File: src/hw/rtl/grid_point_table_nearest_macros.svh
// ----------------------------------------------------------------------------
// Grid point table assertion macros
// Shared concurrent assertion forms, clocked on clk and masked during reset.
// ----------------------------------------------------------------------------
`ifndef GRID_POINT_TABLE_NEAREST_MACROS_SVH
`define GRID_POINT_TABLE_NEAREST_MACROS_SVH

// Same-cycle implication.
`define GPTN_ASSERT_NOW(lbl, ante, cons, msg) \
  lbl: assert property (@(posedge clk) disable iff (!rst_n) (ante) |-> (cons)) \
    else $error(msg);

// Next-cycle implication.
`define GPTN_ASSERT_NEXT(lbl, ante, cons, msg) \
  lbl: assert property (@(posedge clk) disable iff (!rst_n) (ante) |=> (cons)) \
    else $error(msg);

`endif

File: src/hw/rtl/gptn_pkg.sv
// ----------------------------------------------------------------------------
// Grid point table package
// Sizes, command and status codes, and the structs shared by the block.
// ----------------------------------------------------------------------------
package gptn_pkg;

  localparam int ENTRIES    = 64;
  localparam int COORD_BITS = 16;
  localparam int KEY_BITS   = 16;
  localparam int IDX_W      = $clog2(ENTRIES);
  localparam int CNT_W      = $clog2(ENTRIES + 1);

  localparam logic [2:0] MODE_ADD     = 3'd0;
  localparam logic [2:0] MODE_REMOVE  = 3'd1;
  localparam logic [2:0] MODE_POS     = 3'd2;
  localparam logic [2:0] MODE_CELL    = 3'd3;
  localparam logic [2:0] MODE_NEAREST = 3'd4;

  localparam logic [2:0] STATUS_OK       = 3'd0;
  localparam logic [2:0] STATUS_KEY_USED = 3'd1;
  localparam logic [2:0] STATUS_CELL_USED = 3'd2;
  localparam logic [2:0] STATUS_NO_KEY   = 3'd3;
  localparam logic [2:0] STATUS_NONE_DIR = 3'd4;
  localparam logic [2:0] STATUS_FULL     = 3'd5;

  localparam logic [1:0] DIR_NORTH = 2'd0;
  localparam logic [1:0] DIR_SOUTH = 2'd1;
  localparam logic [1:0] DIR_EAST  = 2'd2;
  localparam logic [1:0] DIR_WEST  = 2'd3;

  typedef struct packed {
    logic [2:0]                   mode;
    logic [KEY_BITS-1:0]          point_key;
    logic signed [COORD_BITS-1:0] x_coord;
    logic signed [COORD_BITS-1:0] y_coord;
    logic [1:0]                   direction;
  } item_t;

  typedef struct packed {
    logic [KEY_BITS-1:0]          key;
    logic signed [COORD_BITS-1:0] x;
    logic signed [COORD_BITS-1:0] y;
  } entry_t;

  typedef struct packed {
    logic [2:0]                   status;
    logic                         found;
    logic [KEY_BITS-1:0]          result_key;
    logic signed [COORD_BITS-1:0] result_x;
    logic signed [COORD_BITS-1:0] result_y;
  } res_t;

  // Sequencer to scan unit.
  typedef struct packed {
    logic             clr_p1;
    logic             clr_p2;
    logic             cmp;
    logic             second;
    logic [IDX_W-1:0] idx;
    logic             set_vld;
    logic             clr_vld;
    logic [IDX_W-1:0] upd_idx;
  } scan_ctl_t;

  // Scan unit to sequencer.
  typedef struct packed {
    logic                         key_hit;
    logic [IDX_W-1:0]             key_idx;
    logic signed [COORD_BITS-1:0] key_x;
    logic signed [COORD_BITS-1:0] key_y;
    logic                         cell_hit;
    logic [KEY_BITS-1:0]          cell_key;
    logic                         free_hit;
    logic [IDX_W-1:0]             free_idx;
    logic                         best_hit;
    logic [KEY_BITS-1:0]          best_key;
  } scan_sts_t;

endpackage

File: src/hw/rtl/gptn_if.sv
// ----------------------------------------------------------------------------
// Grid point table channels
// Valid/ready channels for command words and result words.
// ----------------------------------------------------------------------------
interface gptn_in_if
  import gptn_pkg::*;
();
  logic                         valid;
  logic                         ready;
  logic [2:0]                   mode;
  logic [KEY_BITS-1:0]          point_key;
  logic signed [COORD_BITS-1:0] x_coord;
  logic signed [COORD_BITS-1:0] y_coord;
  logic [1:0]                   direction;

  modport source (output valid, mode, point_key, x_coord, y_coord, direction,
                  input ready);
  modport sink   (input valid, mode, point_key, x_coord, y_coord, direction,
                  output ready);
endinterface

interface gptn_out_if
  import gptn_pkg::*;
();
  logic                         valid;
  logic                         ready;
  logic [2:0]                   status;
  logic                         found;
  logic [KEY_BITS-1:0]          result_key;
  logic signed [COORD_BITS-1:0] result_x;
  logic signed [COORD_BITS-1:0] result_y;

  modport source (output valid, status, found, result_key, result_x, result_y,
                  input ready);
  modport sink   (input valid, status, found, result_key, result_x, result_y,
                  output ready);
endinterface

File: src/hw/rtl/grid_point_table_nearest.sv
// Commands: one at a time; a command word is accepted only while idle, after the
//   previous result word has moved into the output register. Nearest runs a second scan.
// Each scan reads the entry memory through its single read port, one entry per cycle.
// Reset: synchronous, active low; empties the table (all valid marks clear).
// ----------------------------------------------------------------------------
// Grid point table with nearest search
// Sequencer, entry memory and scan unit; one command word in, one result out.
// ----------------------------------------------------------------------------
`include "grid_point_table_nearest_macros.svh"

module grid_point_table_nearest
  import gptn_pkg::*;
(
  input logic       clk,
  input logic       rst_n,
  gptn_in_if.sink   in_port,
  gptn_out_if.source out_port
);

  localparam logic [CNT_W-1:0] CNT_LAST = CNT_W'(ENTRIES);

  typedef enum logic [2:0] {
    ST_IDLE, ST_SCAN1, ST_DONE1, ST_SCAN2, ST_DONE2, ST_OUT
  } state_t;

  state_t           state_r, state_nxt;
  logic [CNT_W-1:0] cnt_r, cnt_nxt;
  logic             rd_vld_r, rd_vld_nxt;
  logic [IDX_W-1:0] rd_idx_r, rd_idx_nxt;
  item_t            item_r, item_nxt;
  res_t             res_r, res_nxt;
  res_t             out_r, out_nxt;
  logic             out_valid_r, out_valid_nxt;

  scan_ctl_t        ctl;
  scan_sts_t        sts;
  entry_t           rdata;
  entry_t           wdata;
  logic             mem_we;

  // Entry store: key and cell of every point.
  gptn_mem u_mem (
    .clk   (clk),
    .we    (mem_we),
    .waddr (sts.free_idx),
    .wdata (wdata),
    .raddr (cnt_r[IDX_W-1:0]),
    .rdata (rdata)
  );

  // Compare each read entry, keep matches, hold valid marks.
  gptn_scan u_scan (
    .clk   (clk),
    .rst_n (rst_n),
    .ctl   (ctl),
    .item  (item_r),
    .rdata (rdata),
    .sts   (sts)
  );

  assign wdata.key = item_r.point_key;
  assign wdata.x   = item_r.x_coord;
  assign wdata.y   = item_r.y_coord;

  assign in_port.ready       = (state_r == ST_IDLE);
  assign out_port.valid      = out_valid_r;
  assign out_port.status     = out_r.status;
  assign out_port.found      = out_r.found;
  assign out_port.result_key = out_r.result_key;
  assign out_port.result_x   = out_r.result_x;
  assign out_port.result_y   = out_r.result_y;

  always_comb begin
    state_nxt     = state_r;
    cnt_nxt       = cnt_r;
    rd_vld_nxt    = 1'b0;
    rd_idx_nxt    = cnt_r[IDX_W-1:0];
    item_nxt      = item_r;
    res_nxt       = res_r;
    out_nxt       = out_r;
    out_valid_nxt = out_valid_r && !out_port.ready;
    mem_we        = 1'b0;
    ctl           = '0;
    ctl.cmp       = rd_vld_r;
    ctl.second    = (state_r == ST_SCAN2);
    ctl.idx       = rd_idx_r;

    case (state_r)
      ST_IDLE: begin
        // Latch the command word and start the first sweep.
        if (in_port.valid) begin
          item_nxt.mode      = in_port.mode;
          item_nxt.point_key = in_port.point_key;
          item_nxt.x_coord   = in_port.x_coord;
          item_nxt.y_coord   = in_port.y_coord;
          item_nxt.direction = in_port.direction;
          cnt_nxt            = '0;
          ctl.clr_p1         = 1'b1;
          state_nxt          = ST_SCAN1;
        end
      end
      ST_SCAN1, ST_SCAN2: begin
        // Issue one read a cycle; finish once the last read is compared.
        if (cnt_r != CNT_LAST) begin
          rd_vld_nxt = 1'b1;
          cnt_nxt    = cnt_r + CNT_W'(1);
        end else if (!rd_vld_r) begin
          state_nxt = (state_r == ST_SCAN1) ? ST_DONE1 : ST_DONE2;
        end
      end
      ST_DONE1: begin
        res_nxt   = '0;
        state_nxt = ST_OUT;
        case (item_r.mode)
          MODE_ADD: begin
            if (sts.key_hit) begin
              res_nxt.status = STATUS_KEY_USED;
            end else if (sts.cell_hit) begin
              res_nxt.status = STATUS_CELL_USED;
            end else if (!sts.free_hit) begin
              res_nxt.status = STATUS_FULL;
            end else begin
              mem_we      = 1'b1;
              ctl.set_vld = 1'b1;
              ctl.upd_idx = sts.free_idx;
            end
          end
          MODE_REMOVE: begin
            if (!sts.key_hit) begin
              res_nxt.status = STATUS_NO_KEY;
            end else begin
              ctl.clr_vld = 1'b1;
              ctl.upd_idx = sts.key_idx;
            end
          end
          MODE_POS: begin
            if (!sts.key_hit) begin
              res_nxt.status = STATUS_NO_KEY;
            end else begin
              res_nxt.result_x = sts.key_x;
              res_nxt.result_y = sts.key_y;
            end
          end
          MODE_CELL: begin
            if (sts.cell_hit) begin
              res_nxt.found      = 1'b1;
              res_nxt.result_key = sts.cell_key;
            end
          end
          MODE_NEAREST: begin
            if (!sts.key_hit) begin
              res_nxt.status = STATUS_NO_KEY;
            end else begin
              // Origin found; sweep again for the closest point ahead.
              cnt_nxt    = '0;
              ctl.clr_p2 = 1'b1;
              state_nxt  = ST_SCAN2;
            end
          end
          default: begin
            res_nxt.status = STATUS_OK;
          end
        endcase
      end
      ST_DONE2: begin
        res_nxt = '0;
        if (sts.best_hit) begin
          res_nxt.result_key = sts.best_key;
        end else begin
          res_nxt.status = STATUS_NONE_DIR;
        end
        state_nxt = ST_OUT;
      end
      ST_OUT: begin
        // Advance into the output register once it is free.
        if (!out_valid_r || out_port.ready) begin
          out_nxt       = res_r;
          out_valid_nxt = 1'b1;
          state_nxt     = ST_IDLE;
        end
      end
      default: begin
        state_nxt = ST_IDLE;
      end
    endcase
  end

  always_ff @(posedge clk) begin
    if (!rst_n) begin
      state_r     <= ST_IDLE;
      cnt_r       <= '0;
      rd_vld_r    <= 1'b0;
      out_valid_r <= 1'b0;
    end else begin
      state_r     <= state_nxt;
      cnt_r       <= cnt_nxt;
      rd_vld_r    <= rd_vld_nxt;
      out_valid_r <= out_valid_nxt;
    end
    rd_idx_r <= rd_idx_nxt;
    item_r   <= item_nxt;
    res_r    <= res_nxt;
    out_r    <= out_nxt;
  end

  `GPTN_ASSERT_NOW(a_write_only_new, mem_we, (item_r.mode == MODE_ADD) && !sts.key_hit && !sts.cell_hit && sts.free_hit, "entry written without a clean add")
  `GPTN_ASSERT_NOW(a_read_in_sweep, rd_vld_r, (state_r == ST_SCAN1) || (state_r == ST_SCAN2), "read compare outside a sweep")
  `GPTN_ASSERT_NEXT(a_out_from_slot, !out_valid_r && (state_r != ST_OUT), !out_valid_r, "result word raised outside output step")
  `GPTN_ASSERT_NOW(a_found_ok, out_valid_r && out_r.found, out_r.status == STATUS_OK, "found flag with failing status")

endmodule

File: src/hw/rtl/gptn_mem.sv
// ----------------------------------------------------------------------------
// Grid point table entry memory
// One write port, one read port with registered read data.
// ----------------------------------------------------------------------------
module gptn_mem
  import gptn_pkg::*;
(
  input  logic             clk,
  input  logic             we,
  input  logic [IDX_W-1:0] waddr,
  input  entry_t           wdata,
  input  logic [IDX_W-1:0] raddr,
  output entry_t           rdata
);

  entry_t mem [ENTRIES];

  always_ff @(posedge clk) begin
    if (we) begin
      mem[waddr] <= wdata;
    end
  end

  always_ff @(posedge clk) begin
    rdata <= mem[raddr];
  end

endmodule

File: src/hw/rtl/gptn_scan.sv
// ----------------------------------------------------------------------------
// Grid point table scan unit
// Holds the valid marks and compares one read entry a cycle against the
// current command, keeping first key, cell and free matches and the nearest.
// ----------------------------------------------------------------------------
module gptn_scan
  import gptn_pkg::*;
(
  input  logic      clk,
  input  logic      rst_n,
  input  scan_ctl_t ctl,
  input  item_t     item,
  input  entry_t    rdata,
  output scan_sts_t sts
);

  logic [ENTRIES-1:0]           valid_r;
  logic                         key_hit_r, cell_hit_r, free_hit_r, best_hit_r;
  logic [IDX_W-1:0]             key_idx_r, free_idx_r;
  logic signed [COORD_BITS-1:0] key_x_r, key_y_r;
  logic [KEY_BITS-1:0]          cell_key_r, best_key_r;
  logic [COORD_BITS-1:0]        best_d_r;

  logic                         ent_v, key_m, cell_m, on_line, ahead, closer;
  logic signed [COORD_BITS:0]   op_a, op_b, delta;

  always_comb begin
    ent_v  = valid_r[ctl.idx];
    key_m  = ent_v && (rdata.key == item.point_key);
    cell_m = ent_v && (rdata.x == item.x_coord) && (rdata.y == item.y_coord);
    op_a   = (COORD_BITS + 1)'(rdata.y);
    op_b   = (COORD_BITS + 1)'(key_y_r);
    case (item.direction)
      DIR_NORTH: begin
        op_a = (COORD_BITS + 1)'(rdata.y);
        op_b = (COORD_BITS + 1)'(key_y_r);
      end
      DIR_SOUTH: begin
        op_a = (COORD_BITS + 1)'(key_y_r);
        op_b = (COORD_BITS + 1)'(rdata.y);
      end
      DIR_EAST: begin
        op_a = (COORD_BITS + 1)'(rdata.x);
        op_b = (COORD_BITS + 1)'(key_x_r);
      end
      default: begin
        op_a = (COORD_BITS + 1)'(key_x_r);
        op_b = (COORD_BITS + 1)'(rdata.x);
      end
    endcase
    delta   = op_a - op_b;
    on_line = (item.direction == DIR_NORTH || item.direction == DIR_SOUTH) ?
              (rdata.x == key_x_r) : (rdata.y == key_y_r);
    ahead   = !delta[COORD_BITS] && (delta != '0);
    closer  = !best_hit_r || (delta[COORD_BITS-1:0] < best_d_r);
  end

  // Valid marks: set on add, drop on remove.
  always_ff @(posedge clk) begin
    if (!rst_n) begin
      valid_r <= '0;
    end else if (ctl.set_vld) begin
      valid_r[ctl.upd_idx] <= 1'b1;
    end else if (ctl.clr_vld) begin
      valid_r[ctl.upd_idx] <= 1'b0;
    end
  end

  always_ff @(posedge clk) begin
    if (!rst_n) begin
      key_hit_r  <= 1'b0;
      cell_hit_r <= 1'b0;
      free_hit_r <= 1'b0;
      best_hit_r <= 1'b0;
    end else if (ctl.clr_p1) begin
      key_hit_r  <= 1'b0;
      cell_hit_r <= 1'b0;
      free_hit_r <= 1'b0;
      best_hit_r <= 1'b0;
    end else if (ctl.clr_p2) begin
      best_hit_r <= 1'b0;
    end else if (ctl.cmp && !ctl.second) begin
      if (key_m && !key_hit_r) begin
        key_hit_r <= 1'b1;
        key_idx_r <= ctl.idx;
        key_x_r   <= rdata.x;
        key_y_r   <= rdata.y;
      end
      if (cell_m && !cell_hit_r) begin
        cell_hit_r <= 1'b1;
        cell_key_r <= rdata.key;
      end
      if (!ent_v && !free_hit_r) begin
        free_hit_r <= 1'b1;
        free_idx_r <= ctl.idx;
      end
    end else if (ctl.cmp && ctl.second) begin
      // Keep the strictly closer point so the lowest entry wins a tie.
      if (ent_v && (ctl.idx != key_idx_r) && on_line && ahead && closer) begin
        best_hit_r <= 1'b1;
        best_key_r <= rdata.key;
        best_d_r   <= delta[COORD_BITS-1:0];
      end
    end
  end

  always_comb begin
    sts.key_hit  = key_hit_r;
    sts.key_idx  = key_idx_r;
    sts.key_x    = key_x_r;
    sts.key_y    = key_y_r;
    sts.cell_hit = cell_hit_r;
    sts.cell_key = cell_key_r;
    sts.free_hit = free_hit_r;
    sts.free_idx = free_idx_r;
    sts.best_hit = best_hit_r;
    sts.best_key = best_key_r;
  end

endmodule

File: src/flat_wrapper.sv
// flat-port wrapper written by rule: the top's interface ports become plain ports
module grid_point_table_nearest_flat import gptn_pkg::*;
  (clk, rst_n, in_port_valid, in_port_mode, in_port_point_key, in_port_x_coord, in_port_y_coord, in_port_direction, in_port_ready, out_port_valid, out_port_status, out_port_found, out_port_result_key, out_port_result_x, out_port_result_y, out_port_ready);
  gptn_in_if in_port_i ();
  gptn_out_if out_port_i ();
  input logic clk;
  input logic rst_n;
  input wire logic [$bits(in_port_i.valid)-1:0] in_port_valid;
  input wire logic [$bits(in_port_i.mode)-1:0] in_port_mode;
  input wire logic [$bits(in_port_i.point_key)-1:0] in_port_point_key;
  input wire logic [$bits(in_port_i.x_coord)-1:0] in_port_x_coord;
  input wire logic [$bits(in_port_i.y_coord)-1:0] in_port_y_coord;
  input wire logic [$bits(in_port_i.direction)-1:0] in_port_direction;
  output wire logic [$bits(in_port_i.ready)-1:0] in_port_ready;
  output wire logic [$bits(out_port_i.valid)-1:0] out_port_valid;
  output wire logic [$bits(out_port_i.status)-1:0] out_port_status;
  output wire logic [$bits(out_port_i.found)-1:0] out_port_found;
  output wire logic [$bits(out_port_i.result_key)-1:0] out_port_result_key;
  output wire logic [$bits(out_port_i.result_x)-1:0] out_port_result_x;
  output wire logic [$bits(out_port_i.result_y)-1:0] out_port_result_y;
  input wire logic [$bits(out_port_i.ready)-1:0] out_port_ready;
  assign in_port_i.valid = in_port_valid;
  assign in_port_i.mode = in_port_mode;
  assign in_port_i.point_key = in_port_point_key;
  assign in_port_i.x_coord = in_port_x_coord;
  assign in_port_i.y_coord = in_port_y_coord;
  assign in_port_i.direction = in_port_direction;
  assign in_port_ready = in_port_i.ready;
  assign out_port_valid = out_port_i.valid;
  assign out_port_status = out_port_i.status;
  assign out_port_found = out_port_i.found;
  assign out_port_result_key = out_port_i.result_key;
  assign out_port_result_x = out_port_i.result_x;
  assign out_port_result_y = out_port_i.result_y;
  assign out_port_i.ready = out_port_ready;
  grid_point_table_nearest u_core (.clk(clk), .rst_n(rst_n), .in_port(in_port_i), .out_port(out_port_i));
endmodule
File: config.mk
export PLATFORM = sky130hd
export DESIGN_NAME = grid_point_table_nearest_flat
export DESIGN_NICKNAME = d
export VERILOG_FILES = /design/src/hw/rtl/gptn_pkg.sv /design/src/hw/rtl/gptn_if.sv /design/src/hw/rtl/grid_point_table_nearest.sv /design/src/hw/rtl/gptn_mem.sv /design/src/hw/rtl/gptn_scan.sv /design/src/flat_wrapper.sv
export VERILOG_INCLUDE_DIRS = /design/src /design/src/hw/rtl
export SDC_FILE = /design/constraint.sdc
export NUM_CORES = 2
export LEC_CHECK = 0
export BUFFER_PORTS_ARGS = -buffer_cell sky130_fd_sc_hd__buf_4
export CAP_MARGIN = 20
export CORE_ASPECT_RATIO = 0.7
export CORE_MARGIN = 1
export CORE_UTILIZATION = 61
export DETAILED_ROUTE_END_ITERATION = 6
export PLACE_DENSITY = 0.77
export SYNTH_ARGS = -nofsm -noshare
export SYNTH_HDL_FRONTEND = slang
export SYNTH_SLANG_ARGS = --single-unit
export TNS_END_PERCENT = 20
File: constraint.sdc
create_clock -name clk -period 10.1 [get_ports clk]
set_input_delay 1.01 -clock clk [delete_from_list [all_inputs] [get_ports clk]]
set_output_delay 1.01 -clock clk [all_outputs]
set_load 0.05 [all_outputs]
* After elaboration in Yosys (flattened, before gate mapping)
Memory sizes are Yosys's and may differ from the RTL's. A register that Yosys moved wholly into a read port is not among the register bits.
Index checks and enable logic that the tools add are counted.
** Storage, ports and cells
- Memories kept :: 1
- Memory bits (writable) :: 3072
- Register bits :: 335
- Word-level logic and storage cells :: 178
- Bits of input ports :: 57
** Memory list
- u_core.u_mem.mem :: depth 64, bits a word 48, rd ports 1, clocked after memory_dff 1, wr ports 1, RTL line gptn_mem.sv:16 : entry_t mem [ENTRIES];
** Cells by class
- Mux-type cells :: 56
- Eq/ne operators :: 25
- Add/subtract/negate cells :: 2
- $lt $le $gt $ge :: 4
- Reduce and logical (&&, ||, !) cells :: 51
- Bitwise gates (word level) :: 7
** Operators with widths (number)
- 64-bit two-way mux :: 2
- 52-bit one-hot mux with 2 select lines :: 1
- 17-bit one-hot mux with 3 select lines :: 2
- 16-bit equality test :: 5
- 64-bit AND :: 1
- 32-bit two-way mux :: 2
- 64-bit inverter :: 1
- 64-bit OR :: 1
- 7-bit two-way mux :: 5
- 17-bit two-way mux :: 2
- 3-bit two-way mux :: 11
- 7-bit one-hot mux with 3 select lines :: 1
- 5-bit AND reduction :: 4
- 1-bit two-way mux :: 19
- 6-bit two-way mux :: 3
- 17-bit nonzero test :: 1
- 17-bit subtractor :: 1
- 16-bit less-than comparator :: 1
- 16-bit two-way mux :: 1
- 1-bit logical AND :: 15
- 3-bit one-hot mux with 5 select lines :: 1
- 6-bit by 7-bit less-than comparator with 1-bit output (second input constant) :: 2
- 3-bit by 2-bit equality test with 1-bit output (second input constant) :: 4
- 6-bit one-hot mux with 2 select lines :: 1
- 28 further kinds :: 58

* Longest topological paths before layout
- Depth after elaboration :: 13
- Gate-level depth with buffers :: 19

* Modules after synthesis
From an unflattened synthesis, not the netlist that was laid out.
** Second synthesis, totals
- Cells, all modules :: 6457
- Area total of the unflattened synthesis :: 133842.1 um^2
** Modules (own cells, without submodules)
- gptn_mem :: area an instance 118190.9 um^2, instances 1, cells each 5247
- gptn_scan :: area an instance 9459.1 um^2, instances 1, cells each 866
- grid_point_table_nearest :: area an instance 6192.2 um^2, instances 1, cells each 344

* Least setup slack after synthesis
OpenSTA, ideal clock, no wires.
- Path type :: reg-to-reg
- From :: register u_core.item_r[0] in the netlist's numbering
- To :: register u_core.u_scan.best_d_r[0], enable pin
- Library setup time :: 468 ps
- Cell stages (with the launch flop) :: 18
- Path slack :: 2952 ps
- Arrival :: 6680 ps
- Data required time :: 9632 ps
- Buffers on the path :: 2
- Period minus slack after synthesis :: 7148 ps
- Cell sequence :: edfxtp_1 clkbuf_1 clkbuf_1 mux4_2 ha_1 fa_1 nand2b_1 a21oi_1 nor4_1 or3b_2 and2_1 ha_1 a2111oi_0 a21oi_1 o21ai_0 a21oi_1 o21ai_0 nor3b_1
** On the way
- Longest elaborated chain between the ends :: 8
** RTL lines
- from (decl) :: RTL line grid_point_table_nearest.sv:30 : item_t item_r, item_nxt;
- from (signal assigned) :: RTL line grid_point_table_nearest.sv:201 : item_r <= item_nxt;
- 2-bit equality test, or another cell as far along :: RTL line gptn_scan.sv:33 : case (item.direction)
- 17-bit one-hot mux with 3 select lines :: RTL line gptn_scan.sv:33
- 17-bit subtractor (*) :: RTL line gptn_scan.sv:51 : delta = op_a - op_b;
- net u_core.u_scan.delta[8] :: RTL line gptn_scan.sv:25 : logic signed [COORD_BITS:0] op_a, op_b, delta;
- branches (longest 3 deep; another with 16-bit less-than comparator)
- 1-bit logical AND (*) :: RTL line gptn_scan.sv:99 : if (ent_v && (ctl.idx != key_idx_r) && on_line && ahead && closer) begin
- 6-bit AND reduction (no line) (*)
- to (signal assigned) :: RTL line gptn_scan.sv:102 : best_d_r <= delta[COORD_BITS-1:0];
- to (decl) :: RTL line gptn_scan.sv:22 : logic [COORD_BITS-1:0] best_d_r;
Mark *: on every way through the listed nets, which the timed path passes.
A chain may end at the register's enable or synchronous reset.

* Worst setup path in the final report
- From :: register u_core.item_r[0] in the netlist's numbering
- To :: register u_core.u_scan.best_d_r[8], enable pin
Same word-level chain as after synthesis.

==> metrics.txt <==
most frequent cell after synthesis=edfxtp_1; Netlist cell types=70; Final ANT Viol Nets=0; RR Startpoint=u_core.item_r[0]; worst-case clock buffer depth=4; crit share post-route=55.2%; async set-reset flop share out of synthesis=0%; syn nets=5718; largest net degree at the start of global routing=133; mapped cell area=0.133 mm^2; setup TNS=0 ns; Total Routing Usage GR=34.5%; CP peak stage delay=0.59 ns; filler instances=12200; Reg clk slew, reported paths=0.07 ns; Residual DRC=1; Nets=6025; H-tree depth=5; setup bufs post-CTS=0; CP Launch Type=flip-flop; hold wc startpoint=in_port_x_coord[7]; Worst Path Max Fanout=32; CP max-delay cell=mux4_2; Tightest Pin Transition=1.26 ns; drt pass-1 iters=7; routability cong.=0.892; number of synthesized flops with an enable pin=3321; DRT Wirelength=374 mm; Post-synth top cells=edfxtp_1 (3321), mux4_2 (1052), clkbuf_1 (214), dfxtp_1 (134), nand2_1 (123); post-synth top area share=75.3%; io pins=111; hold crit path type=input pin to flip-flop; Worst setup EP type=flip-flop; Worst EP required=10.59 ns; failing checks=DRC; WP depth=17; antenna violations before repair=35; PwrDens=203 mW/mm^2; Worst slew margin=15.8%; number of max-cap violations=0; Yosys warning total=0; Synth area leaders=edfxtp_1 (75%), mux4_2 (18%), dfxtp_1 (2.0%), clkbuf_1 (0.61%), xor2_1 (0.38%); port bufs=110; fmax=179 MHz; Hold Path End=u_core.item_r[25]; Final min period=5.58 ns; top_reg_cell synth=edfxtp_1; Worst Reg2Reg Path Length in Cells=17; vias per cell=7.37; root buffer cell=clkbuf_16; post-DP HPWL=198 mm; Die ar.=0.219 mm^2; DIE WIDTH=559 um; Avg Synthesized Cell Area=23.5 um^2; Hold Crit Depth=1; vias in the first global route=65700; initial cell density of the core=61.6%; clock sink total=3455; # setup viols final=0; worst-skew pair later-pin latency=0.87 ns; CP delay by family, top=compound AO/OA/AOI/OAI gates; Die Height=392 um; Post-Synthesis Cells=5628; final count of pins violating max slew=0; CTS tree=built; VDD IR-drop max=289 uV; Synth area leader=edfxtp_1; Reg2Reg Setup Slack=4.52 ns; Pleak=44.8 nW; status=finished, violations left; row cnt=142; via count=66700; WL per Instance=41.3 um; Critical Path AT=6.07 ns; P&R area growth vs syn=11.5%; crit-path cells=buf_4 -> mux4_2 -> ha_1 -> fa_1 -> nand2b_1 -> a21oi_1 -> nor4_1 -> or3b_2 -> and2_1 -> ha_1 -> a2111oi_0 -> a21oi_1 -> o21ai_0 -> a21oi_1 -> o21ai_0 -> nor3b_2 -> buf_4; fin util=68.7%; Remaining Overflow, GRT=0; drt first-iter violations=12400; Final Skew=0.0504 ns; Final Hold Fails=0; post-synthesis sequential area ratio=77.3%; CORE AREA=0.215 mm^2; CP Class=flip-flop to flip-flop; Resized cells post-CTS=0; CP Buf/Inv Count=2; Yosys reg bits=3455; first-pass GRT wire length=516 mm; post-cts hold buffer count=0; r2r endpoint=u_core.u_scan.best_d_r[8]; CP dominant cell by count=a21oi_1; total CTS buffers=304; layout cells sized above 1=30.0%; unrepaired setup endpoints after global routing=false
## how the worst max path moves through the flow
stage | start | endpoint | slack (ns)
finish | u_core.item_r[0] | u_core.u_scan.best_d_r[8] | 4.52
global route | u_core.item_r[0] | u_core.u_scan.best_d_r[8] | 4.20
CTS | u_core.item_r[0] | u_core.u_scan.best_key_r[15] | 4.50
detailed placement | u_core.item_r[0] | u_core.u_scan.best_key_r[10] | 4.55
global placement | u_core.item_r[0] | u_core.u_scan.best_key_r[15] | 4.50
floorplan | u_core.item_r[0] | u_core.u_scan.best_d_r[0] | 2.95
## report_power, final
| part | internal [mW] | switching, mW |
|---|---|---|
| Clock | 6.45 | 5.19 |
| Combinational | 0.956 | 1.36 |
| Sequential | 15.9 | 0.140 |
| Total | 23.3 | 6.69 |
## cells in the final DEF (no fill, tap or decap), types with 13 or more instances in the layout
cell          n
a22o_1       21
nand4_1      15
a21oi_1      25
nand2_1     123
inv_1        43
xor2_1       58
clkbuf_16   313
buf_4       263
mux4_2     1052
a21boi_0     28
nor4_1       21
dfxtp_1     128
nor2b_1      41
clkinv_2     44
nor2_1       47
xnor2_1      39
clkinv_1     52
nor3_1       15
mux2i_1      47
o21ai_0      13
and2_1       41
buf_12       22
ha_1         32
clkbuf_1     66
edfxtp_1   3321
bufinv_16    26
nor2_4       64
nand3_1      43
## routing by layer
metal | up-vias | global-route usage, % | part of all wire, % | wire length [um]
met5 | - | 0 | 0.12 | 441
met4 | 40 | 14.5 | 4.7 | 17600
met3 | 832 | 11.3 | 15 | 57900
met2 | 6353 | 50.4 | 45 | 168000
met1 | 34900 | 48.6 | 35 | 130000
li1 | 24500 | - | - | -
## worst register-to-register path, stage by stage (launching register included)
cell       delay, ns
edfxtp_1        0.33
buf_4           0.50
mux4_2          0.62
ha_1            0.27
fa_1            0.46
nand2b_1        0.21
a21oi_1         0.28
nor4_1          0.12
or3b_2          0.50
and2_1          0.17
ha_1            0.19
a2111oi_0       0.31
a21oi_1         0.19
o21ai_0         0.18
a21oi_1         0.10
o21ai_0         0.15
nor3b_2         0.18
buf_4           0.44
## logic make-up (layout without fill, tap and decap cells)
family	Yosys count	count (layout)	share of synthesized area, %
AOI/OAI and AO/OA	144	144	0.801
xor gates and xnor gates	97	97	0.641
adders and majority gates	34	34	0.325
buffers and inverters	331	866	0.949
DFF	3455	3455	77.3
muxes	1099	1099	18.2
other	0	8	0
and+or+nand+nor	468	468	1.77
## final cells by class
class	count	area [um^2]	area share, %
timing repair buffer	289	2470	1.67
multi-input combinational	1842	29400	19.9
clock buffer	391	8250	5.58
inverter	43	161	0.109
tap	2880	3600	2.44
sequential	3455	102000	69.3
antenna	8	20.0	0.0136
clock inverter	143	1390	0.940
## sequential cells by signal, summed over array words and instances (netlist names), 3 cells and up, named ones only
signal	count
u_core.u_scan.key_idx_r	6
u_core.u_scan.best_key_r	16
u_core.out_port.result_x	16
u_core.item_r	53
u_core.out_port.result_y	16
u_core.res_r	52
u_core.out_port.result_key	16
u_core.cnt_r	7
u_core.u_scan.best_d_r	16
u_core.u_scan.key_y_r	16
u_core.u_mem.rdata	48
u_core.u_scan.cell_key_r	16
u_core.u_scan.key_x_r	16
u_core.rd_idx_r	6
u_core.state_r	3
u_core.u_mem.mem	3072
u_core.u_scan.free_idx_r	6
u_core.out_port.status	3
## stage by stage
| step | hold slack, ns | total power, mW | instances | setup slack (ns) | area, um^2 |
|---|---|---|---|---|---|
| final | 0.306 | 30.0 | 9051 | 4.52 | 148000 |
| after global routing | 0.283 | 30.6 | 9044 | 4.20 | 148000 |
| after CTS | 0.265 | 30.0 | 9034 | 4.50 | 148000 |
| after detailed placement | 0.406 | 18.6 | 8500 | 4.55 | 138000 |
| after global placement | 0.402 | 18.6 | 8499 | 4.50 | 138000 |
| after floorplan | 0.329 | 17.8 | 5628 | 2.95 | 133000 |
No activity file was read; power rests on OpenSTA's default activity.
